## src/rtl/crc32mv_pkg.sv

```systemverilog
// package with crc-32 constants, mode codes and fold functions
`default_nettype none

package crc32mv_pkg;

    localparam int unsigned CRC_W    = 32;
    localparam int unsigned BYTE_W   = 8;
    localparam int unsigned CFG_AW   = 2;
    localparam int unsigned MODE_W   = 2;

    localparam logic [CRC_W-1:0] CRC_POLY   = 32'h04C1_1DB7;
    localparam logic [CRC_W-1:0] CRC_ONES   = 32'hFFFF_FFFF;
    localparam logic [CRC_W-1:0] CRC_TOPBIT = 32'h8000_0000;
    localparam int unsigned      BYTE_SHIFT = 24;

    typedef logic [CRC_W-1:0] crc_t;

    typedef enum logic [CFG_AW-1:0] {
        CFG_MODE       = 2'd0,
        CFG_INIT_VALUE = 2'd1,
        CFG_INVERT_OUT = 2'd2,
        CFG_UNUSED     = 2'd3
    } cfg_addr_t;

    localparam logic [MODE_W-1:0] MODE_REFL_BYTE = 2'd0;
    localparam logic [MODE_W-1:0] MODE_MSB_BYTE  = 2'd1;
    localparam logic [MODE_W-1:0] MODE_WORD      = 2'd2;

    function automatic crc_t bit_reflect(input crc_t v);
        crc_t r;
        for (int i = 0; i < CRC_W; i++) begin
            r[i] = v[CRC_W-1-i];
        end
        return r;
    endfunction

    localparam crc_t CRC_POLY_REFL = bit_reflect(CRC_POLY);

    // unrolled xor network, one step per data bit
    function automatic crc_t fold_refl_byte(input crc_t r_in, input logic [BYTE_W-1:0] b);
        crc_t r;
        r = r_in ^ {{(CRC_W-BYTE_W){1'b0}}, b};
        for (int k = 0; k < BYTE_W; k++) begin
            r = r[0] ? ((r >> 1) ^ CRC_POLY_REFL) : (r >> 1);
        end
        return r;
    endfunction

    function automatic crc_t fold_msb_byte(input crc_t r_in, input logic [BYTE_W-1:0] b);
        crc_t r;
        r = r_in ^ ({{(CRC_W-BYTE_W){1'b0}}, b} << BYTE_SHIFT);
        for (int k = 0; k < BYTE_W; k++) begin
            r = ((r & CRC_TOPBIT) != '0) ? ((r << 1) ^ CRC_POLY) : (r << 1);
        end
        return r;
    endfunction

    function automatic crc_t fold_word(input crc_t r_in, input crc_t w);
        crc_t r;
        r = r_in;
        for (int k = 0; k < CRC_W; k++) begin
            r = ((r & CRC_TOPBIT) != '0) ? ((r << 1) ^ CRC_POLY) : (r << 1);
            if (w[CRC_W-1-k]) begin
                r = r ^ CRC_POLY;
            end
        end
        return r;
    endfunction

endpackage

`default_nettype wire

```

## src/rtl/crc32_multi_variant_engine.sv

```systemverilog
// crc-32 engine top level: reflected byte, msb-first byte and word modes
//
// input beats arrive on the s_ channel: s_tdata carries the message data
// (byte modes use bits 7..0, word mode all 32 bits) and s_tuser marks the
// first beat of a message, which reloads the configured initial value.
// every input beat yields exactly one output beat on the m_ channel with
// the running crc, complemented when invert_out is set.
// the fold is one xor network between the running crc register and the
// output register: a beat accepted at one edge shows on m_tdata after that
// edge, and a new beat is taken every cycle while the receiver does not stall.
// the output register is the only buffer: s_tready is high while it is
// empty or being drained, so a stalled receiver holds the input back after
// one beat and nothing is lost.
// configuration (mode, init_value, invert_out) is written through cfg_wr_en,
// cfg_addr and cfg_wdata; the user must write it only while the engine is
// idle, which the block itself does not enforce; unused indexes are ignored.
// synchronous active-low reset empties the output register and restores
// mode 0, init_value all ones, invert_out 1 and the crc register to all ones.
`default_nettype none

module crc32_multi_variant_engine
    import crc32mv_pkg::*;
(
    input  wire logic              aclk,
    input  wire logic              aresetn,
    input  wire logic              s_tvalid,
    output logic                   s_tready,
    input  wire logic [CRC_W-1:0]  s_tdata,   // [31:0] data
    input  wire logic              s_tuser,   // [0] first
    output logic                   m_tvalid,
    input  wire logic              m_tready,
    output logic [CRC_W-1:0]       m_tdata,   // [31:0] crc
    input  wire logic              cfg_wr_en,
    input  wire logic [CFG_AW-1:0] cfg_addr,
    input  wire logic [CRC_W-1:0]  cfg_wdata
);

    logic [MODE_W-1:0] mode_reg;
    crc_t              init_value_reg;
    logic              invert_out_reg;
    crc_t              crc_reg;
    crc_t              crc_next;
    crc_t              out_reg;
    logic              out_valid_reg;
    crc_t              crc_start;
    logic              in_beat;

    assign s_tready = !out_valid_reg || m_tready;
    assign in_beat  = s_tvalid && s_tready;
    assign m_tvalid = out_valid_reg;
    assign m_tdata  = out_reg;

    assign crc_start = s_tuser ? init_value_reg : crc_reg;

    always_comb begin
        if ((mode_reg & MODE_WORD) != '0) begin
            crc_next = fold_word(crc_start, s_tdata);
        end else if ((mode_reg & MODE_MSB_BYTE) != '0) begin
            crc_next = fold_msb_byte(crc_start, s_tdata[BYTE_W-1:0]);
        end else begin
            crc_next = fold_refl_byte(crc_start, s_tdata[BYTE_W-1:0]);
        end
    end

    always_ff @(posedge aclk) begin
        if (!aresetn) begin
            mode_reg       <= MODE_REFL_BYTE;
            init_value_reg <= CRC_ONES;
            invert_out_reg <= 1'b1;
        end else if (cfg_wr_en) begin
            unique case (cfg_addr_t'(cfg_addr))
                CFG_MODE:       mode_reg       <= cfg_wdata[MODE_W-1:0];
                CFG_INIT_VALUE: init_value_reg <= cfg_wdata;
                CFG_INVERT_OUT: invert_out_reg <= cfg_wdata[0];
                default: ;
            endcase
        end
    end

    always_ff @(posedge aclk) begin
        if (!aresetn) begin
            crc_reg       <= CRC_ONES;
            out_valid_reg <= 1'b0;
        end else begin
            if (in_beat) begin
                crc_reg       <= crc_next;
                out_valid_reg <= 1'b1;
            end else if (m_tready) begin
                out_valid_reg <= 1'b0;
            end
        end
    end

    always_ff @(posedge aclk) begin
        if (in_beat) begin
            out_reg <= invert_out_reg ? ~crc_next : crc_next;
        end
    end

endmodule

`default_nettype wire

```

## config.mk

```make
export PLATFORM = sky130hd
export DESIGN_NAME = crc32_multi_variant_engine
export DESIGN_NICKNAME = d
export VERILOG_FILES = /design/src/rtl/crc32mv_pkg.sv /design/src/rtl/crc32_multi_variant_engine.sv
export SDC_FILE = /design/constraint.sdc
export NUM_CORES = 1
export LEC_CHECK = 0
export ABC_CLOCK_PERIOD_IN_PS = 4000
export BUFFER_PORTS_ARGS = -buffer_cell sky130_fd_sc_hd__buf_4
export CORE_AREA = 2 2 128 223
export DETAILED_ROUTE_END_ITERATION = 10
export DIE_AREA = 0 0 130 225
export PLACE_DENSITY = 0.59
export SYNTH_ARGS = -nofsm -noshare
export SYNTH_HDL_FRONTEND = slang
export SYNTH_SLANG_ARGS = --single-unit
```

## constraint.sdc

```tcl
create_clock -name aclk -period 4 [get_ports aclk]
set_input_delay 0.2 -clock aclk [delete_from_list [all_inputs] [get_ports aclk]]
set_output_delay 0.2 -clock aclk [all_outputs]
set_load 0.05 [all_outputs]
```

**Word level (Yosys, flattened, before mapping)**

Index checks and enable logic that the tools add are counted.

- Equal/unequal tests: 2
- Muxes and demuxes: 117
- Bitwise operators: 83
- Reductions and logical operators: 8

Operator list:

| kind | number |
|---|---|
| 2-to-1 mux 27 bit | 72 |
| 2-to-1 mux 32 bit | 43 |
| NOT 14 bit | 72 |
| NOT 13 -> 14 bit | 8 |
| NOT 32 bit | 1 |
| XOR 32 bit | 1 |
| XOR 32 x 8 -> 32 bit | 1 |
| AND reduction 2 bit | 3 |
| equality test 2 x 1 -> 1 bit (second input constant) | 1 |
| equality test 2 bit (second input constant) | 1 |
| logical NOT 2 bit | 1 |
| 2-to-1 mux 1 bit | 2 |
| nonzero test 2 bit | 1 |
| logical AND 1 bit | 1 |
| logical NOT 1 bit | 1 |
| logical OR 1 bit | 1 |

- Register bits: 100
- Input port bits: 72
- Output and inout bits: 34
- Word-level logic and storage cells: 216

**Longest topological paths before layout**

- Depth in word-level cells: 163
- Mapped depth: 15
- Mapped depth without buffers: 11

**Least setup slack after synthesis**

OpenSTA, ideal clock, no wires.

- Path type: input -> register
- From: input s_tuser
- To: register out_reg[12] (netlist: m_tdata[12]) (data pin)
- Setup time: 0.276 ns
- Data arrival time: 3.781 ns
- Setup slack: -0.057 ns
- Stages: 12
- Cells stage by stage: buf_6 -> mux2i_2 -> xnor2_4 -> xnor3_1 -> xnor2_4 -> xnor3_2 -> xor2_2 -> xor3_2 -> xnor3_2 -> xnor2_2 -> a21oi_2 -> xnor2_1

- Word-level cells in the longest chain between the ends: 116
- Elaborated cells between the ends (all ways): 189
- Classes of those cells: 115 x mux; 74 x bitwise

RTL lines:

| element | RTL line | RTL |
|---|---|---|
| start, declared | crc32_multi_variant_engine.sv:29 | `input wire logic s_tuser,` |
| 2-to-1 mux 32 bit (*) | crc32_multi_variant_engine.sv:53 | `assign crc_start = s_tuser ? init_value_reg : crc_reg;` |
| 2-to-1 mux 27 bit / NOT 14 bit (equally long branches) | - |  |
| 2-to-1 mux 27 bit, on equally long branches | crc32mv_pkg.sv:63, crc32mv_pkg.sv:62 |  |
| 2-to-1 mux 32 bit / NOT 14 bit (equally long branches) | - |  |
| 2-to-1 mux 27 bit, or another cell as far along | crc32mv_pkg.sv:62 | `r = ((r & CRC_TOPBIT) != '0) ? ((r << 1) ^ CRC_POLY) : (r << 1);` |
| 2-to-1 mux 27 bit, or another cell as far along | crc32mv_pkg.sv:63 | `if (w[CRC_W-1-k]) begin` |
| 2-to-1 mux 32 bit, or another cell as far along | crc32_multi_variant_engine.sv:56 | `if ((mode_reg & MODE_WORD) != '0) begin` |
| 2-to-1 mux 27 bit, on equally long branches | crc32mv_pkg.sv:62, crc32mv_pkg.sv:63 |  |
| [... 100 more ...] | - |  |
| 2-to-1 mux 32 bit | crc32_multi_variant_engine.sv:56 |  |
| NOT 14 bit (no source line) / 2-to-1 mux 32 bit (equally long branches) | - |  |
| 2-to-1 mux 27 bit | crc32mv_pkg.sv:62 |  |
| NOT 14 bit (no source line) | - |  |
| 2-to-1 mux 27 bit | crc32mv_pkg.sv:63 |  |
| 2-to-1 mux 32 bit (*) | crc32_multi_variant_engine.sv:56 |  |
| NOT 32 bit | crc32_multi_variant_engine.sv:96 | `out_reg <= invert_out_reg ? ~crc_next : crc_next;` |
| 2-to-1 mux 32 bit (*) | crc32_multi_variant_engine.sv:96 |  |
| end signal, assigned | crc32_multi_variant_engine.sv:96 |  |
| end, declared | crc32_multi_variant_engine.sv:43 | `crc_t out_reg;` |

Every way passes the cells marked *; elsewhere a longest branch is shown, timed or not. The select of a mux whose other input is x is not followed.
A chain may end at the register's enable or synchronous reset.

**Worst setup path after layout**

- From: register crc_reg[28]
- To: register crc_reg[13]

- Word-level cells in the longest chain between the ends: 105
- Elaborated cells between the ends (all ways): 142
- Classes of those cells: 91 x mux; 51 x bitwise

RTL lines:

| element | RTL line | RTL |
|---|---|---|
| start, declared | crc32_multi_variant_engine.sv:41 | `crc_t crc_reg;` |
| start signal, assigned | crc32_multi_variant_engine.sv:86 | `crc_reg <= crc_next;` |
| 2-to-1 mux 32 bit (*) | crc32_multi_variant_engine.sv:53 |  |
| 2-to-1 mux 32 bit (*) (3 in series) | crc32_multi_variant_engine.sv:56 |  |
| 2-to-1 mux 27 bit (*) | crc32mv_pkg.sv:62 |  |
| NOT 14 bit (no source line) | - |  |
| 2-to-1 mux 27 bit (*) | crc32mv_pkg.sv:63 |  |
| 2-to-1 mux 32 bit (*) | crc32_multi_variant_engine.sv:56 |  |
| 2-to-1 mux 27 bit | crc32mv_pkg.sv:62 |  |
| 2-to-1 mux 27 bit | crc32mv_pkg.sv:63 |  |
| [... 87 more ...] | - |  |
| NOT 14 bit (no source line) | - |  |
| 2-to-1 mux 27 bit (*) | crc32mv_pkg.sv:62 |  |
| NOT 14 bit (no source line) | - |  |
| 2-to-1 mux 27 bit (*) | crc32mv_pkg.sv:63 |  |
| 2-to-1 mux 32 bit (*) | crc32_multi_variant_engine.sv:56 |  |
| 2-to-1 mux 27 bit (*) | crc32mv_pkg.sv:62 |  |
| 2-to-1 mux 27 bit (*) | crc32mv_pkg.sv:63 |  |
| 2-to-1 mux 32 bit (*) | crc32_multi_variant_engine.sv:56 |  |

Marked as above.

==> out/results.txt <==
Hold Fails Final Rpt - 0
Actual slew at the worst max-slew pin - 1.250 ns
DR DRC count - 0
Ports - 106
Post-Synthesis Cells - 901
Vias post-DR - 7433
Most frequent cell after synthesis - xnor2_1
Clock slew at reported path FFs - 0.07 ns
Slew Limit Fails - 0
Asr flop ratio synth - 0
Final instance area - 13020 um^2
First-pass DRT Iterations - 4
FF/Latch Area - 2327 um^2
Area grow syn2layout - 37.47%
Status - complete, no violations
Tmin final - 3.935 ns
Synthesized area per cell - 10.51 um^2
Die Wd - 130 um
RePlAce Congestion - 0.9767
Fmax - 254.1 MHz
Initial drt markers - 377
GRT overflow - 0
Drt total wl - 33.68 mm
Post-Syn Area - 9469 um^2
Setup TNS - 0 ns
Startpoint Class - register
Synth Register Bits - 100
# fillers - 2590
Final Skew - 0.01483 ns
Nets - 1294
Synth unique cells - 40
DP Area - 12370 um^2
Avg Vias per Cell - 4.657
Die Y - 225 um
Worst endpoint required time - 4.22 ns
Final ANT Viol Nets - 0
Final core occ - 0.4764
CP Capture Type - register
Ant diodes - 0
Top cells by area, synth - xnor2_1 21%, dfxtp_1 14%, xnor3_1 11%, edfxtp_1 10%, xor2_1 8.3%
Multi-input logic area - 7147 um^2
Critical-path maximum fanout - 5
Clock sink total - 100
Initial core utilization - 0.3465
Slew headroom - 0.1642
Vias in the first global route - 7906
Synth cell count leaders - 232 x xnor2_1, 112 x nand2_1, 90 x xor2_1
GRT Total Usage - 0.2376
CTS Buf Count - 9
Avg WL per Cell - 21.11 um
RSZ-0062 raised after global routing - true
Syn_nets - 973
Fraction of layout cells with a size suffix above 1 - 0.3830
Post-DP HPWL - 28.48 mm
I/O Buffers - 105
MaxCap Viol Count - 0
Synth area leader - xnor2_1
Worst skew pair latency - 0.38 ns
Row cnt - 80
First-pass GRT wire length - 49.09 mm
CTS H-tree depth - 3
Register area share after synthesis - 0.2452
Syn. warnings - 0
EDFF count, synth - 32
Top cell type's share of synthesized area - 0.2146
Die footprint - 29250 um^2
Ys flop type - dfxtp_1
Core ar. - 27330 um^2
CTS tree - built
Antenna violations before repair - 0
Worst Hold Class - input pin to register
Longest Clk Path Bufs - 2
Crit path arrival time - 4.16 ns
Final setup violation count - 0
Root Driver - clkbuf_16
Largest net degree at the start of global routing - 64
Critical Setup Path Class - register to register
Tcrit/Tclk final - 0.9838
==> routing by layer <==
layer | track usage | part of all wire | vias to the layer above
li1 | - | - | 3623
met5 | 0 | 0 | -
met3 | 0.02398 | 0.027 | 101
met2 | 0.4496 | 0.55 | 193
met4 | 0.1804 | 0.091 | 0
met1 | 0.2291 | 0.33 | 3516
==> per-stage QoR <==
stage	hold slack, ns	instances	worst slack (ns)
finish	0.03361	1596	0.06489
global route	0.03839	1596	-0.03388
CTS	0.02468	1584	0.001353
detailed placement	0.4128	1566	-0.3792
global placement	0.4080	1566	-0.4283
floorplan	0.3241	901	0.01658
==> placed cells by master (no fill, tap or decap), types with 16 or more instances in the layout <==
cell and instances:
xnor3_2 17, edfxtp_1 32, a21oi_1 27, o21ai_0 16, buf_4 345, xor2_1 85
dfxtp_1 64, nand2_1 112, xnor2_2 28, xnor3_1 37, xnor2_1 223, nand3_1 39
mux2i_1 22, nor2_1 40, xnor2_4 17, a211oi_1 20
==> layout make-up <==
| type | instances | share of cell area |
|---|---|---|
| multi-input cells | 756 | 0.5490 |
| repair buffers | 352 | 0.2097 |
| clock inverters | 7 | 0.008843 |
| flip-flops and latches | 100 | 0.1788 |
| clock buffers | 9 | 0.01730 |
| well taps | 369 | 0.03547 |
| inverters | 3 | 0.0008651 |
==> final timing paths <==
path                                         from                         endpoint  slack [ns]  depth (start not counted)
hold reg to reg   init_value_reg[19]$_SDFFE_PN1P_  init_value_reg[19]$_SDFFE_PN1P_        0.47                          2
setup reg to reg         crc_reg[28]$_SDFFE_PN1P_         crc_reg[13]$_SDFFE_PN1P_        0.06                         15
setup / recovery         crc_reg[28]$_SDFFE_PN1P_         crc_reg[13]$_SDFFE_PN1P_        0.06                         15
hold / removal                      cfg_wdata[11]  init_value_reg[11]$_SDFFE_PN1P_        0.03                          3
==> critical path: stages, from the launching register on <==
cell	delay, ns
dfxtp_1	0.34
mux2i_4	0.23
xnor2_2	0.17
buf_4	0.16
xnor2_2	0.11
buf_4	0.15
xnor3_1	0.43
xor2_2	0.21
xnor3_2	0.46
xor3_2	0.47
buf_4	0.17
xnor2_1	0.18
xnor2_1	0.15
a211oi_1	0.29
buf_4	0.18
o21ai_0	0.08
==> timing repair <==
action | in CTS | in global routing
setup buffers | 2 | 12
setup endpoints to repair | 7 | 22
hold buffers | 0 | 0
gates resized for setup | 4 | 35
pin swaps | 1 | 10
==> cells by family (layout without fill, tap and decap cells) <==
group | Yosys count | in the layout | synth area share
buffers and inverters | 45 | 371 | 0.02207
muxes | 39 | 39 | 0.05378
and+or+nand+nor | 205 | 205 | 0.09012
xor gates and xnor gates | 423 | 423 | 0.5316
DFF | 100 | 100 | 0.2452
AOI/OAI and AO/OA | 89 | 89 | 0.05721
Power is not shown: default switching activity piles up to over one toggle a cycle in this logic, so the estimate is an artifact.
